File: src/rtl/dxt5_pkg.sv
// Package for the DXT5 block decoder: payload structs, the palette entry
// type that travels between the front and back parts, and shared constants.
// No dependencies.
`timescale 1ns / 1ps
`default_nettype none

package dxt5_pkg;

    localparam int PIXELS_PER_BLOCK = 16;
    localparam int POS_W            = $clog2(PIXELS_PER_BLOCK);
    localparam logic [POS_W-1:0] LAST_POS = POS_W'(PIXELS_PER_BLOCK - 1);

    localparam int ALPHA_IDX_W = 3;
    localparam int COLOR_IDX_W = 2;

    // Channel order inside a color palette entry.
    localparam int CH_RED   = 0;
    localparam int CH_GREEN = 1;
    localparam int CH_BLUE  = 2;

    // Default depth of the palette queue between front and back.
    localparam int DXT5_QUEUE_DEPTH = 2;

    typedef struct packed {
        logic [7:0]  alpha_end0;
        logic [7:0]  alpha_end1;
        logic [47:0] alpha_codes;
        logic [15:0] color_end0;
        logic [15:0] color_end1;
        logic [31:0] color_codes;
    } dxt5_in_t;

    typedef struct packed {
        logic [7:0]       red;
        logic [7:0]       green;
        logic [7:0]       blue;
        logic [7:0]       alpha;
        logic [POS_W-1:0] pixel_pos;
        logic             last_pixel;
    } dxt5_out_t;

    // One decoded block: both palettes plus the per-pixel indices.
    typedef struct packed {
        logic [7:0][7:0]      apal;
        logic [3:0][2:0][7:0] cpal;
        logic [47:0]          alpha_codes;
        logic [31:0]          color_codes;
    } dxt5_entry_t;

endpackage

`default_nettype wire

File: src/rtl/dxt5_queue.sv
// Short queue of decoded palettes between the front and back parts.
// Uses dxt5_pkg for the entry type.
`timescale 1ns / 1ps
`default_nettype none

module dxt5_queue
    import dxt5_pkg::*;
#(
    parameter int DEPTH = DXT5_QUEUE_DEPTH
)
(
    input  wire logic        clk,
    input  wire logic        rst_n,
    input  wire logic        wr_en,
    input  wire dxt5_entry_t wdata,
    output logic             q_full,
    input  wire logic        rd_en,
    output dxt5_entry_t      rdata,
    output logic             q_valid
);

    localparam int PTR_W = (DEPTH > 1) ? $clog2(DEPTH) : 1;
    localparam int CNT_W = $clog2(DEPTH + 1);

    dxt5_entry_t        slot_reg [DEPTH];
    logic [PTR_W-1:0]   wr_ptr_reg, wr_ptr_next;
    logic [PTR_W-1:0]   rd_ptr_reg, rd_ptr_next;
    logic [CNT_W-1:0]   count_reg, count_next;
    logic               do_wr, do_rd;

    assign q_full  = count_reg == CNT_W'(DEPTH);
    assign q_valid = count_reg != '0;
    assign do_wr   = wr_en && !q_full;
    assign do_rd   = rd_en && q_valid;
    assign rdata   = slot_reg[rd_ptr_reg];

    always_comb
    begin
        wr_ptr_next = wr_ptr_reg;
        rd_ptr_next = rd_ptr_reg;
        count_next  = count_reg;
        if (do_wr)
        begin
            wr_ptr_next = (wr_ptr_reg == PTR_W'(DEPTH - 1)) ? '0 : wr_ptr_reg + 1'b1;
        end
        if (do_rd)
        begin
            rd_ptr_next = (rd_ptr_reg == PTR_W'(DEPTH - 1)) ? '0 : rd_ptr_reg + 1'b1;
        end
        if (do_wr && !do_rd)
        begin
            count_next = count_reg + 1'b1;
        end
        else if (do_rd && !do_wr)
        begin
            count_next = count_reg - 1'b1;
        end
    end

    always_ff @(posedge clk or negedge rst_n)
    begin
        if (!rst_n)
        begin
            wr_ptr_reg <= '0;
            rd_ptr_reg <= '0;
            count_reg  <= '0;
        end
        else
        begin
            wr_ptr_reg <= wr_ptr_next;
            rd_ptr_reg <= rd_ptr_next;
            count_reg  <= count_next;
        end
    end

    always_ff @(posedge clk)
    begin
        if (do_wr)
        begin
            slot_reg[wr_ptr_reg] <= wdata;
        end
    end

endmodule

`default_nettype wire

File: config.mk
export PLATFORM = sky130hd
export DESIGN_NAME = dxt5_queue
export DESIGN_NICKNAME = d
export VERILOG_FILES = /design/src/rtl/dxt5_pkg.sv /design/src/rtl/dxt5_queue.sv
export SDC_FILE = /design/constraint.sdc
export NUM_CORES = 1
export LEC_CHECK = 0
export ABC_AREA = 1
export BUFFER_PORTS_ARGS = -buffer_cell sky130_fd_sc_hd__buf_2
export CAP_MARGIN = 20
export CORE_MARGIN = 1.5
export CORE_UTILIZATION = 40
export CTS_BUF_LIST = sky130_fd_sc_hd__clkbuf_4 sky130_fd_sc_hd__clkbuf_8 sky130_fd_sc_hd__clkbuf_16
export CTS_CLUSTER_DIAMETER = 100
export CTS_CLUSTER_SIZE = 24
export DETAILED_ROUTE_END_ITERATION = 10
export MAX_ROUTING_LAYER = met4
export PLACE_DENSITY_LB_ADDON = 0.15
export RECOVER_POWER = 100
export SLEW_MARGIN = 20
export SYNTH_ARGS = -nofsm -noshare
export SYNTH_HDL_FRONTEND = slang
export SYNTH_SLANG_ARGS = --single-unit
File: constraint.sdc
create_clock -name clk -period 23.8 [get_ports clk]
set_clock_uncertainty 0.1 [all_clocks]
set_input_delay 1.19 -clock clk [delete_from_list [all_inputs] [get_ports clk]]
set_output_delay 1.19 -clock clk [all_outputs]
set_load 0.02 [all_outputs]
### Yosys cells after proc, flatten, opt, wreduce, memory -nomap -nowiden

Memory sizes are Yosys's and may differ from the RTL's.
Cells that the tools add are included.

* flip-flop bits (word level): 4
* bits in writable memories: 480
* output and inout port bits: 242
* logic and storage cells: 24
* input port bits: 244
* memories: 1

* reductions and logical operators: 9
* equal/unequal tests: 1
* $add $sub $neg: 4
* muxes and demuxes: 6

Memory list
* slot_reg: depth 2, width 240, read ports 1, clocked after memory_dff 0, wr ports 1, RTL line dxt5_queue.sv:25 `dxt5_entry_t slot_reg [DEPTH];`

Operator list (number)
* $logic_and A1 B1 Y1: 4
* $mux W1: 4
* $mux W2: 2
* $reduce_bool A2 Y1: 2
* $logic_not A1 Y1: 3
* $add A1 B1 Y1 const B: 2
* $add A2 B1 Y2 const B: 1
* $eq A2 B2 Y1 const B: 1
* $sub A2 B1 Y2 const B: 1

### Depth between registers and ports, before layout

* word-level depth: 7
* mapped depth: 9
* gate-level depth less buffers: 9

### Least setup slack after synthesis

Ideal clock, no wire load.

* path type: input port to flip-flop
* from: in wr_en
* to: mem slot_reg[1][0] (netlist bit) (enable)
* path slack: 11618 ps
* stages: 2
* path buffers: 0
* data required time: 22855 ps
* setup time: 845 ps
* data arrival time: 11237 ps
* cells stage by stage: o21ai_0 > nor2_1

* word-level cells in the longest chain between the ends: 3

RTL lines
* start: declaration: RTL line dxt5_queue.sv:14 `input wire logic wr_en,`
* $logic_and A1 B1 Y1: RTL line dxt5_queue.sv:33 `assign do_wr = wr_en && !q_full;`
* $mux W1: RTL line dxt5_queue.sv:78 `if (do_wr)`
* $mux W1 (implied by the code): RTL line dxt5_queue.sv:80 `slot_reg[wr_ptr_reg] <= wdata;`
* end: declaration: RTL line dxt5_queue.sv:25

Every way passes these cells.

==> impl_results.md <==
- Slew @ Worst Pin: 5.05 ns
- Post-synth top area cell: edfxtp_1
- Clock-pin slew on the worst setup and hold paths: about 0.090 ns
- PortBufs: between 400 and 500
- Hpwl dp: around 28000 microns
- CTS max path bufs: 3
- CP top delay family: buffers and inverters
- Seq/Total Area, Yosys: 81.9%
- Post-CTS Setup Bufs: 0
- Hold Buf Count CTS: 0
- GRT busiest layer: met2
- Worst-path maximum fanout: between 80 and 90
- Buf+Inv Stages, Crit Path: 3
- Utilization after layout: 48.1%
- Leakage: 8.03 nW
- Final period util: between 40% and 50%
- DR pass1 iterations: 4
- Fraction of layout cells with a size suffix above 1: approximately a tenth
- Mapped Nets: 1530
- Mapped Cells: 1285
- DRT iter0 DRCs: approximately 660
- RD Place Congestion: 0.803
- Worst vdd rail ir drop: approximately 0.000090 V
- Initial Utilization: 40.8%
- Die width: 213 microns
- Final setup fails: 0
- Initial antenna violation count: 16
- Post-Place Worst Slack: 19.61 ns
- Most common cell after layout, fill and taps aside: nand2_1
- CTS Buf Count: 24
- Pins Over Slew Limit: about 820
- Drt wl/cell: 18.2 microns
- Area Overhead vs Synth: 17.9%
- Reg2Reg Setup Slack: 15.83 ns
- Largest register FFs: 480
- GRT Residual Overflow: 0
- Resize count post-CTS: 0
- Critical Path RT: about 23 ns
- Worst hold margin: 0.356 ns
- Crit path kind: flop to output port
- First-pass GRT wire length: 60900 microns
- Met3 Use GR: 6.24%
- Final worst slack: 13.50 ns
- R2R Path Start: count_reg[0]
- Final hold vios: 0
- CTS tree: built
- Global-route track usage on met2: 29.9%
- Die Area: around 46000 sq um
- Slew headroom: -239%
- Cell variety after synth: 15
- Clk Tree Root Cell: clkbuf_16
- GRT Util Overall: a little under a fifth
- Final ANT Viol Nets: 0
- Syn Area/Cell: 13.8 sq um
- Status: finished with violations
- Pwr dens: 130 nW/um^2
- Max-Cap Viols: 11
- Cell count of the worst reg-to-reg path: 5
- Placed inst area: 20600 sq um
- Worst path slowest cell: clkinvlp_2
- Warnings, synthesis: 0
- Synth top area cells: edfxtp_1 81%, nand2_1 15%, buf_2 0.76%
- Final nets: roughly 2000
- Vias in the first global route: 10400
- Pin count of the biggest net entering global routing: between 100 and 150
- Critical path, cell by cell: clkinvlp_2, clkbuf_1, nand2_1, nand2_1, clkbuf_1
- Htree depth: 1
- Fillers: around 4100
- Post-synthesis cell area: 17700 sq um
- CP Launch Type: flop
- Worst R2R End: slot_reg[0][81]
- Worst Hold Class: input pin to asynchronous set/reset pin
- Synth top area share: roughly 81%
- Die Y: between 200 and 250 microns
- Core footprint: 43400 sq um
- Clk_lat worst skew: 0.56 ns
- # IOs: approximately 490
- Routed Wire Length: 42900 microns
- Via density: 4.59
- Routing usage on met1: 22.1%
- CP endpoint kind: output port
- Synthesized flop and latch total: 484
- Failing checks: capacitance limit, slew limit
- TritonCTS Sinks: 484
- DR vias: 10800
- Minimum clock period: 10.30 ns
- Highest Clock Rate: 0.0971 GHz
- # DRC: 0
- CP arrival: 9.01 ns
- Commonest non-fill, non-tap cells in the layout: 731 x nand2_1, 480 x edfxtp_1, 355 x clkbuf_1
- CP peak stage delay: 3.25 ns
- RSZ-0062 raised after global routing: no
- Setup tns final: 0 ns
- Post-route cell area: around 21000 sq um
- Row count: between 70 and 80
[per-stage QoR]
step	std cells	power, mW
detailed placement	2312	2.29
global placement	2312	2.28
floorplan	1285	1.96
global route	2362	2.87
finish	2364	2.71
CTS	2346	2.75
[layout make-up]
| type | count | area (sq um) | share of cell area [%] |
|---|---|---|---|
| clock buffers | 33 | 692 | 3.31 |
| diodes | 18 | 45.0 | 0.216 |
| multi-input cells | 740 | 2810 | 13.4 |
| flip-flops and latches | 484 | 14500 | 69.5 |
| inverters | 8 | 32.5 | 0.156 |
| well taps | 585 | 732 | 3.51 |
| clock inverters | 1 | 20.0 | 0.0959 |
| repair buffers | 495 | 2040 | 9.75 |
[Yosys cell counts]
cell type,instances
buf_2,27
nor2_1,3
nand4_1,1
dfrtp_1,4
o21ai_0,1
edfxtp_1,480
nand3_1,2
inv_1,7
clkbuf_1,2
buf_4,12
nand2_1,731
inv_4,1
xnor2_1,1
ha_1,1
buf_6,12
[power by group]
part	internal (mW)	switching, mW	leakage [nW]
combinational	0.227	0.766	3.16
clock	0.206	0.257	0.357
sequential	1.19	0.0614	4.51
total	1.62	1.08	8.03
[kinds of logic after synthesis]
logic type,after synthesis,synth area share [%]
xor+xnor,1,0.0495
buf+inv,61,2.26
simple gates,737,15.6
compound gates,1,0.0282
flops,484,81.9
fa+ha+maj,1,0.0706
[how the worst max path moves through the flow]
stage,start,end,slack (ns),depth (start not counted)
after floorplan,wr_en,slot_reg[1][0],11.62,2
after global placement,rd_ptr_reg,rdata[134],19.60,5
after detailed placement,rd_ptr_reg,rdata[134],19.61,5
after CTS,rd_ptr_reg,rdata[134],18.98,5
after global routing,rd_ptr_reg,rdata[36],12.58,5
final,rd_ptr_reg,rdata[134],13.50,5
[layer usage]
metal	part of all wire (%)	routed length (microns)
met1	40	17200
met2	49	21200
met3	8.8	3770
met4	1.7	741
met5	0	0
No activity file was read; power rests on OpenSTA's default activity.
