File: config.mk
export PLATFORM = sky130hd
export DESIGN_NAME = dxt5_back
export DESIGN_NICKNAME = d
export VERILOG_FILES = /design/src/rtl/dxt5_pkg.sv /design/src/rtl/dxt5_back.sv
export SDC_FILE = /design/constraint.sdc
export NUM_CORES = 1
export LEC_CHECK = 0
export ABC_CLOCK_PERIOD_IN_PS = 3870
export BUFFER_PORTS_ARGS = -buffer_cell sky130_fd_sc_hd__buf_2
export CAP_MARGIN = 20
export CORE_AREA = 2 2 110 112
export DETAILED_ROUTE_END_ITERATION = 10
export DIE_AREA = 0 0 112 114
export PLACE_DENSITY_LB_ADDON = 0.2
export SETUP_SLACK_MARGIN = 0.05
export SLEW_MARGIN = 40
export SYNTH_ARGS = -nofsm -noshare
export SYNTH_HDL_FRONTEND = slang
export SYNTH_SLANG_ARGS = --single-unit
File: constraint.sdc
create_clock -name clk -period 3.87 [get_ports clk]
set_input_delay 0 -clock clk [delete_from_list [all_inputs] [get_ports clk]]
set_output_delay 0 -clock clk [all_outputs]
set_load 0.005 [all_outputs]
File: src/rtl/dxt5_pkg.sv
// Package for the DXT5 block decoder: payload structs, the palette entry
// type that travels between the front and back parts, and shared constants.
// No dependencies.
`timescale 1ns / 1ps
`default_nettype none

package dxt5_pkg;

    localparam int PIXELS_PER_BLOCK = 16;
    localparam int POS_W            = $clog2(PIXELS_PER_BLOCK);
    localparam logic [POS_W-1:0] LAST_POS = POS_W'(PIXELS_PER_BLOCK - 1);

    localparam int ALPHA_IDX_W = 3;
    localparam int COLOR_IDX_W = 2;

    // Channel order inside a color palette entry.
    localparam int CH_RED   = 0;
    localparam int CH_GREEN = 1;
    localparam int CH_BLUE  = 2;

    // Default depth of the palette queue between front and back.
    localparam int DXT5_QUEUE_DEPTH = 2;

    typedef struct packed {
        logic [7:0]  alpha_end0;
        logic [7:0]  alpha_end1;
        logic [47:0] alpha_codes;
        logic [15:0] color_end0;
        logic [15:0] color_end1;
        logic [31:0] color_codes;
    } dxt5_in_t;

    typedef struct packed {
        logic [7:0]       red;
        logic [7:0]       green;
        logic [7:0]       blue;
        logic [7:0]       alpha;
        logic [POS_W-1:0] pixel_pos;
        logic             last_pixel;
    } dxt5_out_t;

    // One decoded block: both palettes plus the per-pixel indices.
    typedef struct packed {
        logic [7:0][7:0]      apal;
        logic [3:0][2:0][7:0] cpal;
        logic [47:0]          alpha_codes;
        logic [31:0]          color_codes;
    } dxt5_entry_t;

endpackage

`default_nettype wire

File: src/rtl/dxt5_back.sv
// Back part of the DXT5 decoder: walks the sixteen pixels of the block at the
// queue head and holds each in an output register. Uses dxt5_pkg.
`timescale 1ns / 1ps
`default_nettype none

module dxt5_back
    import dxt5_pkg::*;
(
    input  wire logic        clk,
    input  wire logic        rst_n,
    input  wire logic        q_valid,
    input  wire dxt5_entry_t head,
    output logic             q_pop,
    output logic             empty,
    input  wire logic        pop,
    output dxt5_out_t        pixel
);

    logic [POS_W-1:0]       cnt_reg, cnt_next;
    logic                   out_valid_reg, out_valid_next;
    dxt5_out_t              pixel_reg, pixel_next;
    logic                   load;
    logic [COLOR_IDX_W-1:0] ci;
    logic [ALPHA_IDX_W-1:0] ai;
    logic [5:0]             abase;

    assign empty = !out_valid_reg;
    assign pixel = pixel_reg;
    assign load  = q_valid && (!out_valid_reg || pop);
    assign q_pop = load && (cnt_reg == LAST_POS);

    assign abase = {2'b0, cnt_reg} + {1'b0, cnt_reg, 1'b0};
    assign ci    = head.color_codes[{cnt_reg, 1'b0} +: COLOR_IDX_W];
    assign ai    = head.alpha_codes[abase +: ALPHA_IDX_W];

    always_comb
    begin
        pixel_next.red        = head.cpal[ci][CH_RED];
        pixel_next.green      = head.cpal[ci][CH_GREEN];
        pixel_next.blue       = head.cpal[ci][CH_BLUE];
        pixel_next.alpha      = head.apal[ai];
        pixel_next.pixel_pos  = cnt_reg;
        pixel_next.last_pixel = cnt_reg == LAST_POS;
    end

    always_comb
    begin
        cnt_next       = cnt_reg;
        out_valid_next = out_valid_reg;
        if (load)
        begin
            cnt_next       = cnt_reg + 1'b1;
            out_valid_next = 1'b1;
        end
        else if (pop)
        begin
            out_valid_next = 1'b0;
        end
    end

    always_ff @(posedge clk or negedge rst_n)
    begin
        if (!rst_n)
        begin
            cnt_reg       <= '0;
            out_valid_reg <= 1'b0;
        end
        else
        begin
            cnt_reg       <= cnt_next;
            out_valid_reg <= out_valid_next;
        end
    end

    always_ff @(posedge clk)
    begin
        if (load)
        begin
            pixel_reg <= pixel_next;
        end
    end

endmodule

`default_nettype wire

Word-level counts from Yosys, hierarchy flattened
Cells that the tools add are included.
Widths: inputs -> output; s select.

cells by class
  $add $sub $neg = 2
  $lt $le $gt $ge = 2
  eq/ne operators = 1
  shift-type cells = 2
  muxes and demuxes = 6
  reduce and logical (&&, ||, !) cells = 5

operators by type and width
  operator             number
  $bmux 24 s2          1
  $shiftx 48x7->3      1
  $shiftx 32x6->2      1
  $bmux 8 s3           1
  $mux 24              1
  $mux 8               1
  $add 4x5->6          1
  $add 4x1->4 const B  1
  $eq 4x4->1 const B   1
  $lt 3x4->1 const B   1
  $lt 2x3->1 const B   1
  $logic_and 1x1->1    2
  $mux 1               2
  $reduce_bool 2->1    1
  $logic_not 1->1      1
  $logic_or 1x1->1     1

storage, ports and cells
  bits in registers = 42
  input port bits = 244
  output and inout bits = 39
  word-level logic and storage cells = 26

Depth between registers and ports, before layout
Gate-level depths: netlist (run 1).

  depth after elaboration = 4
  mapped depth = 13
  gate-level depth less buffers = 10

Least setup slack after synthesis (run 1)
No wires, ideal clock.

  path kind = flip-flop to flip-flop
  start = register cnt_reg[1]
  end = register pixel_reg (netlist bit pixel[9]), data pin
  library setup time = 273 ps
  arrival = 3370 ps
  data required time = 3597 ps
  path slack = 228 ps
  stages on the path, launching flop included = 12
  path buffers = 2
  period minus slack after synthesis = 3642 ps
  cells stage by stage = dfrtp_1 clkbuf_1 inv_1 fa_1 xor2_4 mux4_2 a21oi_1 a211oi_2 o32a_2 buf_2 a2111oi_0 nor4_1

RTL lines
  item                      RTL line         text
  start: declaration        dxt5_back.sv:19  logic [POS_W-1:0] cnt_reg, cnt_next;
  start signal: assignment  dxt5_back.sv:70  cnt_reg <= cnt_next;
  end signal: assignment    dxt5_back.sv:79  pixel_reg <= pixel_next;
  end: declaration          dxt5_back.sv:21  dxt5_out_t pixel_reg, pixel_next;

==> results.sh, run 1 <==
export IMPL_end_kind="flip-flop"
export IMPL_met2WireLength_um=7123
export IMPL_io_pins=283
export IMPL_p_sw_w=0.003791
export IMPL_layout_drive_gt1_share_pct=70.72
export IMPL_dr_wl_met3_um=1197
export IMPL_hp_class="in -> reg"
export IMPL_dieHeight_um=114
export IMPL_fillers=1041
export IMPL_fin_crit_sh_pct=95.83
export IMPL_detail_route_iter0_violations=246
export IMPL_design_area_um2=5939
export IMPL_largest_reg_flops=37
export IMPL_grt_max_degree=44
export IMPL_clk_latency_ns=0.28
export IMPL_synth_enable_flop_cells=37
export IMPL_path_buf_inv=1
export IMPL_core_um2=11710
export IMPL_syn_area_um2=4200
export IMPL_synth_seq_cells=42
export IMPL_period_needed_ns=3.709
export IMPL_synth_nets=539
export IMPL_dpl_hpwl_um=10980
export IMPL_dp_slack_ns=0.07963
export IMPL_place_gp_congestion=0.8900
export IMPL_synth_distinct_cells=48
export IMPL_wl_met1_um=5331
export IMPL_cts_buffers=5
export IMPL_r2r_cells=9
export IMPL_relSlewSlack_pct=47.88
export IMPL_path_clk_slew_ns=0.07
export IMPL_fmax_mhz=269.6
export IMPL_crit_fanout=32
export IMPL_grt_pass1_wl_um=20770
export IMPL_drt_pass1_iterations=4
export IMPL_cp_common_cell="mux4_2"
export IMPL_fin_hold_ws_ns=0.03147
export IMPL_async_flop_share_pct=11.90
export IMPL_wirelength_um=13920
export IMPL_overflow=0
export IMPL_power_density_nw_per_um2=1334
export IMPL_htreeDepth=2
export IMPL_rsz0062_at_grt="false"
export IMPL_portBuffers=282
export IMPL_syn_to_final_growth_pct=41.41
export IMPL_power_leakage_nw=2.622
export IMPL_cts_buffer_depth=2
export IMPL_avgSynthCellArea_um2=14.48
export IMPL_p_int_w=0.004133
export IMPL_setup_violations=0
export IMPL_route_detailed_drc=0
export IMPL_worst_slack_ns=0.1613
export IMPL_ir_drop_v=0.001223
export IMPL_pwr_share_comb_pct=82.2
export IMPL_viasPerCell=5.631
export IMPL_clockPowerShare_pct=5.3
export IMPL_start_util_pct=35.87
export IMPL_clock_sinks=42
export IMPL_slew_violations=0
export IMPL_cp_required_ns=3.89
export IMPL_cp_slowest_stage_delay_ns=0.57
export IMPL_arrival_ns=3.73
export IMPL_crit_type="reg -> reg"
export IMPL_die_w_um=112
export IMPL_cp_top_family="multiplexers"
export IMPL_start_kind="flip-flop"
export IMPL_synth_flop_cell="edfxtp_1"
export IMPL_layout_nets=815
export IMPL_yosys_warnings=0
export IMPL_cts_tree="done"
export IMPL_status="finished clean"
export IMPL_std_cell_rows=40
export IMPL_clock_root_buffer="clkbuf_16"
export IMPL_wire_per_inst_um=19.47
export IMPL_setup_tns_ns=0
export IMPL_skew_ns=0.009679
export IMPL_seq_power_share_pct=12.5
export IMPL_seq_area_um2=1237
export IMPL_maxUsedRoutingLayer="met5"
export IMPL_syn_inst=290
export IMPL_max_cap_violations=0
export IMPL_crit_cells=9
export IMPL_slowest_stage="a2111oi_1"
export IMPL_multi_input_area_um2=2803
export IMPL_vias=4026
export IMPL_worst_slew_pin_slew_ns=0.7817
export IMPL_hold_viol=0
export IMPL_finalCoreUtilization_pct=50.72
export IMPL_switching_share_pct=47.84
export IMPL_antenna_found_initial=2
export IMPL_ant_nets=0
export IMPL_path_cells="ha_2, buf_4, mux4_2, mux4_2, mux2i_2, or2_4, nand2_4, a2111oi_1, nor4_1"
export IMPL_seq_area_frac_synth_pct=29.43
export IMPL_grtUsageTotal_pct=20.19
export IMPL_placed_cell_area_um2=5654
export IMPL_grt_pass1_vias=3982
export IMPL_die_area_um2=12770
export IMPL_holdPathStages=3
[cells by family (layout without fill, tap and decap cells)]
kind of cell / count (synthesis) / count (layout) / synth area share [%]
XOR/XNOR: 5 / 5 / 1.490
adder cells (fa/ha/maj): 5 / 5 / 1.668
other: 0 / 1 / 0
AO/OA/AOI/OAI: 50 / 50 / 10.13
AND/OR/NAND/NOR: 64 / 65 / 9.026
buffers and inverters: 37 / 313 / 6.494
flip-flops: 42 / 42 / 29.43
multiplexers: 87 / 87 / 41.76
[cells in the mapped netlist (5+ instances only)]
| library cell | count | area (um^2) |
|---|---|---|
| nand2_1 | 11 | 41.29 |
| mux2i_1 | 14 | 140.1 |
| dfrtp_1 | 5 | 125.1 |
| and3_1 | 33 | 206.5 |
| a2111oi_0 | 31 | 271.5 |
| inv_1 | 6 | 22.52 |
| buf_6 | 14 | 157.7 |
| nor4_1 | 8 | 50.05 |
| clkbuf_1 | 5 | 18.77 |
| mux4_2 | 65 | 1464 |
| buf_2 | 7 | 35.03 |
| edfxtp_1 | 37 | 1111 |
[power groups by stage]
| stage | registers (W) | logic (W) | clock network, W |
|---|---|---|---|
| 4_1_cts | 0.000987 | 0.00581 | 0.000427 |
| 2_1_floorplan | 0.00101 | 0.00481 | 0 |
| 5_1_grt | 0.00100 | 0.00704 | 0.000444 |
| 3_3_place_gp | 0.000994 | 0.00558 | 0 |
| 3_5_place_dp | 0.000996 | 0.00579 | 0 |
| 6_report | 0.000992 | 0.00651 | 0.000419 |
[area by class of cell]
cell class              count  area share (%)
multi-input cells         212           47.19
repair buffers            298           25.93
flip-flops and latches     42           20.83
well taps                 147           3.097
clock buffers               5           2.107
inverters                   7          0.4424
clock inverters             3          0.3581
diodes                      1         0.04213
[final timing paths]
| check | to | slack, ns | start |
|---|---|---|---|
| worst max-delay path | pixel[10] | 0.16 | cnt_reg[0] |
| worst min-delay path | out_valid_reg | 0.03 | pop |
| worst max register to register | pixel[10] | 0.16 | cnt_reg[0] |
| worst min register to register | out_valid_reg | 0.55 | out_valid_reg |
| max in group asynchronous | cnt_reg[0] | 3.65 | rst_n |
| min in group asynchronous | out_valid_reg | 0.07 | rst_n |
[timing repair]
action	CTS	global route
endpoints found under the hold margin	6	0
buffers inserted	0	2
resized for setup	0	36
setup endpoints to repair	0	8
hold buffers	2	0
[stage by stage]
step,total power (W),cells
floorplan,0.005816,290
global placement,0.006573,701
detailed placement,0.006788,701
CTS,0.007227,711
global route,0.008485,714
finish,0.007924,715
[worst reg2reg max path, stage by stage (launching register included)]
cell       delay, ns
dfrtp_2         0.41
ha_2            0.50
buf_4           0.27
mux4_2          0.31
mux4_2          0.49
mux2i_2         0.26
or2_4           0.29
nand2_4         0.25
a2111oi_1       0.58
nor4_1          0.10
[metal layers]
layer  global-route usage [%]  up-vias
met3                    3.879       18
li1                         -     1840
met2                    35.76      213
met5                        0        -
met4                    5.610        2
met1                    25.46     1953
[cell usage in the layout, fill, tap and decap left out, drive strengths merged, types with 2 or more instances in the layout]
cell	count
a21oi	5
nand2	12
and3	33
dfrtp	5
nor4	8
xor2	3
mux2	4
ha	4
o21ai	3
xnor2	2
mux2i	14
nand2b	2
dlygate4sd3	2
a2111oi	32
inv	7
clkbuf	5
clkinv	2
edfxtp	37
and2	2
or2	2
nand3	2
buf	296
mux4	69
(Power assumes the default switching activity.)
==> run 2, diff against run 1 <==
--- a/config.mk
+++ b/config.mk
@@ -5,12 +5,13 @@
 export SDC_FILE = /design/constraint.sdc
 export NUM_CORES = 1
 export LEC_CHECK = 0
+export ABC_AREA = 1
 export ABC_CLOCK_PERIOD_IN_PS = 3870
 export BUFFER_PORTS_ARGS = -buffer_cell sky130_fd_sc_hd__buf_2
 export CAP_MARGIN = 20
-export CORE_AREA = 2 2 110 112
+export CORE_MARGIN = 2
+export CORE_UTILIZATION = 41
 export DETAILED_ROUTE_END_ITERATION = 10
-export DIE_AREA = 0 0 112 114
 export PLACE_DENSITY_LB_ADDON = 0.2
 export SETUP_SLACK_MARGIN = 0.05
 export SLEW_MARGIN = 40
==> constraint.sdc (replaced) <==
create_clock -name clk -period 3.87 [get_ports clk]
set_input_delay 0 -clock clk [delete_from_list [all_inputs] [get_ports clk]]
set_output_delay 0 -clock clk [all_outputs]
set_load 0.1 [all_outputs]
==> run 2 against run 1 <==
Compared with the run above: first-iteration DRC count is 72% higher; critical endpoint is now pixel[11]; critical path depth is 4 higher; non-clock buffer count down 5; worst setup slack improved by 0.26 ns; highest routed layer is now met4; global-route usage up 3.6 points; utilization grew 4.0 points; cell count up 61%; count of clock-buffer cells in the layout unchanged; sequential share of layout area down 1.1 points; via count is 47% higher; area after synthesis up 15%.
==> results.sh, run 2 <==
export IMPL_yosys_warnings=0
export IMPL_cp_slowest_stage_delay_ns=0.67
export IMPL_rrSetupSlack_ns=0.42
export IMPL_syn_inst=763
export IMPL_fmax_mhz=289.7
export IMPL_io_pins=283
export IMPL_cts_tree="done"
export IMPL_final_cell_mix="282 x buf_2, 265 x nand2_1, 174 x nand3_1"
export IMPL_max_cap_violations=0
export IMPL_async_flop_share_pct=11.90
export IMPL_skew_ns=0.005808
export IMPL_layout_drive_gt1_share_pct=32.54
export IMPL_grt_pass1_wl_um=25350
export IMPL_met2_usage_pct=42.61
export IMPL_layout_commonest_cell="buf_2"
export IMPL_critPathLaunch="cnt_reg[1]"
export IMPL_cp_common_cell="nand3_1"
export IMPL_wirelength_um=15670
export IMPL_grt_max_degree=70
export IMPL_yosys_area_top_type="edfxtp_1"
export IMPL_crit_type="reg -> reg"
export IMPL_setup_violations=0
export IMPL_syn_area_um2=4822
export IMPL_clock_root_buffer="clkbuf_16"
export IMPL_start_util_pct=42.05
export IMPL_avgSynthCellArea_um2=6.320
export IMPL_cts_buffer_depth=2
export IMPL_grt_util_met1_pct=29.74
export IMPL_grtUsageTotal_pct=23.82
export IMPL_largest_reg_flops=37
export IMPL_synth_enable_flop_cells=37
export IMPL_detail_route_iter0_violations=424
export IMPL_cp_endpoint="pixel[11]"
export IMPL_path_cells="clkinvlp_4, fa_1, clkinvlp_4, nand3_1, nand3_1, nand3_1, nand2_2, nand2_4, nand3_1, nand3_1, nand2_1, nand2_1, nand2_1"
export IMPL_period_needed_ns=3.452
export IMPL_die_area_um2=12650
export IMPL_synth_seq_cells=42
export IMPL_synth_distinct_cells=32
export IMPL_layout_nets=1256
export IMPL_synth_common_cells="265 x nand2_1, 174 x nand3_1, 74 x inv_1"
export IMPL_dpl_hpwl_um=11840
export IMPL_end_kind="flip-flop"
export IMPL_hp_class="in -> async"
export IMPL_start_kind="flip-flop"
export IMPL_clk_latency_ns=0.28
export IMPL_grt_busiest_layer="met2"
export IMPL_slew_violations=0
export IMPL_setup_tns_ns=0
export IMPL_synth_nets=1012
export IMPL_wire_per_inst_um=13.60
export IMPL_path_clk_slew_ns=0.07
export IMPL_core_um2=11470
export IMPL_crit_fanout=32
export IMPL_dieHeight_um=112.5
export IMPL_synth_flop_cell="edfxtp_1"
export IMPL_arrival_ns=3.49
export IMPL_ant_nets=0
export IMPL_grt_pass1_vias=5462
export IMPL_std_cell_rows=39
export IMPL_clock_sinks=42
export IMPL_ys_top_cells_by_area="edfxtp_1 23%, nand2_1 21%, nand3_1 18%"
export IMPL_drt_pass1_iterations=5
export IMPL_relSlewSlack_pct=57.30
export IMPL_yosysMostFrequentCell="nand2_1"
export IMPL_synth_top_area_share_pct=23.04
export IMPL_overflow=0
export IMPL_viasPerCell=5.122
export IMPL_vias=5901
export IMPL_seq_area_frac_synth_pct=25.64
export IMPL_fin_crit_sh_pct=89.20
export IMPL_worst_slew_pin_slew_ns=0.6395
export IMPL_r2r_cells=13
export IMPL_worstReg2RegEnd="pixel[11]"
export IMPL_r2r_start="cnt_reg[1]"
export IMPL_die_w_um=112.5
export IMPL_portBuffers=282
export IMPL_cts_buffers=5
export IMPL_cp_required_ns=3.91
export IMPL_postCtsSetupRepairBufs=0
export IMPL_hold_viol=0
export IMPL_status="finished clean"
export IMPL_slowest_stage="fa_1"
export IMPL_rsz0062_at_grt="false"
export IMPL_grtUsageMet3_pct=3.510
export IMPL_syn_to_final_growth_pct=30.12
export IMPL_htreeDepth=2
export IMPL_place_gp_congestion=0.8726
export IMPL_antenna_found_initial=1
export IMPL_route_detailed_drc=0
[run 2: what timing repair did]
| item | in CTS | in global routing |
|---|---|---|
| setup endpoints to repair | 0 | 8 |
| endpoints found under the hold margin | 6 | 0 |
| resized for setup | 0 | 5 |
| hold buffers | 2 | 0 |
[run 2: cell families after synthesis]
logic type	count (synthesis)	synth area share, %
AOI/OAI and AO/OA	93	12.27
adders and majority gates	5	1.453
xor gates and xnor gates	4	0.7267
DFF	42	25.64
buffers and inverters	138	15.36
and+or+nand+nor	481	44.55
[run 2: cell type report]
cell class / instances / area, um^2
fill: 1217 / 5192
timing repair buffer: 293 / 1499
clock inverter: 3 / 43.79
sequential: 42 / 1237
inverter: 82 / 322.8
tap: 143 / 178.9
multi-input combinational: 583 / 2865
clock buffer: 5 / 125.1
antenna: 1 / 2.502
[run 2: routing by layer]
layer	wire length [um]	up-vias
li1	-	3034
met1	6549	2603
met2	7853	238
met3	945	26
met4	320	0
met5	0	-
[run 2: how the worst min path moves through the flow]
| stage | endpoint | slack [ns] |
|---|---|---|
| finish | out_valid_reg | 0.08 |
| global route | pixel[21] | 0.08 |
| CTS | pixel[21] | 0.08 |
| detailed placement | cnt_reg[3] | -0.17 |
| global placement | cnt_reg[3] | -0.17 |
| floorplan | cnt_reg[0] | -0.30 |
[run 2: per-stage QoR]
step / std cells / area, um^2 / hold slack (ns) / setup slack (ns) / util, %
2_1_floorplan: 763 / 4822 / -0.2956 / 1.201 / -
3_5_place_dp: 1141 / 6056 / -0.1681 / 0.2779 / 52.81
4_1_cts: 1151 / 6245 / 0.07708 / 0.2321 / 54.46
3_3_place_gp: 1141 / 6056 / -0.1730 / 0.3392 / 52.81
5_1_grt: 1152 / 6275 / 0.08250 / 0.03304 / 54.72
6_report: 1152 / 6275 / 0.07754 / 0.4179 / 54.72
[run 2: critical path, delay by kind of cell (launching register included)]
kind,cells,cell delay (ns)
simple gates,10,1.23
flops,1,0.65
fa+ha+maj,1,0.67
buf+inv,2,0.64
Power of run 2 is left out: the tool's default activity adds up to more than one toggle a clock period on the data nets, which glitch-free logic cannot reach.
==> run 3, diff against run 2 <==
--- a/config.mk
+++ b/config.mk
@@ -9,8 +9,10 @@
 export ABC_CLOCK_PERIOD_IN_PS = 3870
 export BUFFER_PORTS_ARGS = -buffer_cell sky130_fd_sc_hd__buf_2
 export CAP_MARGIN = 20
+export CELL_PAD_IN_SITES_DETAIL_PLACEMENT = 1
+export CELL_PAD_IN_SITES_GLOBAL_PLACEMENT = 1
 export CORE_MARGIN = 2
-export CORE_UTILIZATION = 41
+export CORE_UTILIZATION = 26
 export DETAILED_ROUTE_END_ITERATION = 10
 export PLACE_DENSITY_LB_ADDON = 0.2
 export SETUP_SLACK_MARGIN = 0.05
==> run 3 against run 2 <==
Compared with the run above: worst setup slack improved by 0.0028 ns; clock skew grew 0.0020 ns; non-clock buffer count rose by 2; first-iteration DRC count decreased by 34%; fmax is essentially flat; register-to-register slack about the same; wire length up 25%; worst hold slack lost 0.015 ns; critical path depth increased by 1; count of clock-buffer cells in the layout did not move; final area increased by 2.3%; global-route usage decreased by 4.3 points.
==> results.sh, run 3 (synthesis results as in run 2) <==
export IMPL_viasPerCell=4.848
export IMPL_period_needed_ns=3.449
export IMPL_grt_max_degree=63
export IMPL_core_um2=18090
export IMPL_vias=6011
export IMPL_hold_viol=0
export IMPL_final_cell_mix="282 x buf_2, 265 x nand2_1, 174 x nand3_1"
export IMPL_max_cap_violations=0
export IMPL_overflow=0
export IMPL_detail_route_iter0_violations=281
export IMPL_arrival_ns=3.51
export IMPL_layout_nets=1258
export IMPL_cts_tree="done"
export IMPL_wire_per_inst_um=15.80
export IMPL_syn_to_final_growth_pct=33.11
export IMPL_clock_sinks=42
export IMPL_clk_latency_ns=0.30
export IMPL_cts_buffers=5
export IMPL_io_pins=283
export IMPL_setup_tns_ns=0
export IMPL_std_cell_rows=49
export IMPL_hp_class="in -> reg"
export IMPL_cp_required_ns=3.93
export IMPL_fmax_mhz=289.9
export IMPL_grt_pass1_vias=6091
export IMPL_relSlewSlack_pct=60.27
export IMPL_clock_root_buffer="clkbuf_16"
export IMPL_worst_slew_pin_slew_ns=0.5959
export IMPL_antenna_found_initial=1
export IMPL_met2WireLength_um=9753
export IMPL_route_detailed_drc=0
export IMPL_status="finished clean"
export IMPL_portBuffers=282
export IMPL_cts_buffer_depth=2
export IMPL_path_clk_slew_ns=0.07
export IMPL_grtUsageTotal_pct=19.49
export IMPL_wirelength_um=19590
export IMPL_dieHeight_um=140.2
export IMPL_fillers=2475
export IMPL_ant_nets=0
export IMPL_start_util_pct=26.66
export IMPL_skew_ns=0.007831
export IMPL_end_kind="flip-flop"
export IMPL_rsz0062_at_grt="false"
export IMPL_dr_wl_met3_um=1029
export IMPL_drt_pass1_iterations=4
export IMPL_layout_commonest_cell="buf_2"
export IMPL_grt_pass1_wl_um=31160
export IMPL_wl_met1_um=8518
export IMPL_maxUsedRoutingLayer="met4"
export IMPL_slew_violations=0
export IMPL_die_area_um2=19650
export IMPL_setup_violations=0
export IMPL_htreeDepth=2
export IMPL_largest_reg_flops=37
export IMPL_start_kind="flip-flop"
export IMPL_fin_crit_sh_pct=89.13
export IMPL_die_w_um=140.2
export IMPL_layout_drive_gt1_share_pct=32.57
export IMPL_crit_type="reg -> reg"
export IMPL_crit_fanout=32
export IMPL_dpl_hpwl_um=15050
export IMPL_place_gp_congestion=0.8385
## run 3: worst paths after layout
| path | cells past startpoint | to | slack, ns | start |
|---|---|---|---|---|
| worst max-delay path | 14 | pixel[7] | 0.42 | cnt_reg[1] |
| worst min-delay path | 3 | pixel[17] | 0.06 | head[148] |
| worst max register to register | 14 | pixel[7] | 0.42 | cnt_reg[1] |
| worst min register to register | 0 | pixel[4] | 0.66 | cnt_reg[3] |
| max in group asynchronous | 2 | cnt_reg[0] | 3.63 | rst_n |
| min in group asynchronous | 2 | out_valid_reg | 0.09 | rst_n |
## run 3: cell type report
type                            instances  area (um^2)  share of cell area, %
Clock buffer                            5        125.1                  1.949
Multi-Input combinational cell        583         2865                  44.64
Inverter                               82        319.1                  4.971
Clock inverter                          3        68.82                  1.072
Timing Repair Buffer                  295         1514                  23.59
Antenna cell                            1        2.502                0.03899
Tap cell                              229        286.5                  4.464
Sequential cell                        42         1237                  19.28
## run 3: critical path: stages, from the launching register on
cell	delay, ns
dfrtp_1	0.63
ha_1	0.28
inv_1	0.08
fa_1	0.58
clkinvlp_4	0.33
nand3_1	0.20
nand3_1	0.08
nand3_1	0.17
nand2_2	0.09
nand2_4	0.30
nand3b_1	0.15
nand3_1	0.13
nand2_1	0.06
nand2_1	0.05
nand2_1	0.06
## run 3: what timing repair did
action	4_1_cts	5_1_grt
hold buffers	2	0
setup buffers	0	0
gates resized for setup	0	4
setup endpoints to repair	0	8
hold endpoints to repair	6	0
## run 3: metal layers
layer	track usage, %	up-vias
li1	-	3040
met1	23.76	2784
met2	35.50	171
met3	3.556	16
met4	4.625	0
met5	0	-
## run 3: per-stage QoR
stage / util [%] / setup slack [ns] / cells / hold WS [ns] / instance area, um^2
floorplan: - / 1.201 / 763 / -0.2956 / 4822
detailed placement: 34.16 / 0.2219 / 1229 / -0.1654 / 6178
global placement: 34.16 / 0.3151 / 1229 / -0.1731 / 6178
CTS: 35.34 / 0.1903 / 1239 / 0.04893 / 6392
finish: 35.49 / 0.4207 / 1240 / 0.06253 / 6419
global route: 35.49 / 0.1237 / 1240 / 0.05745 / 6419
Power of run 3 is left out for the same reason.
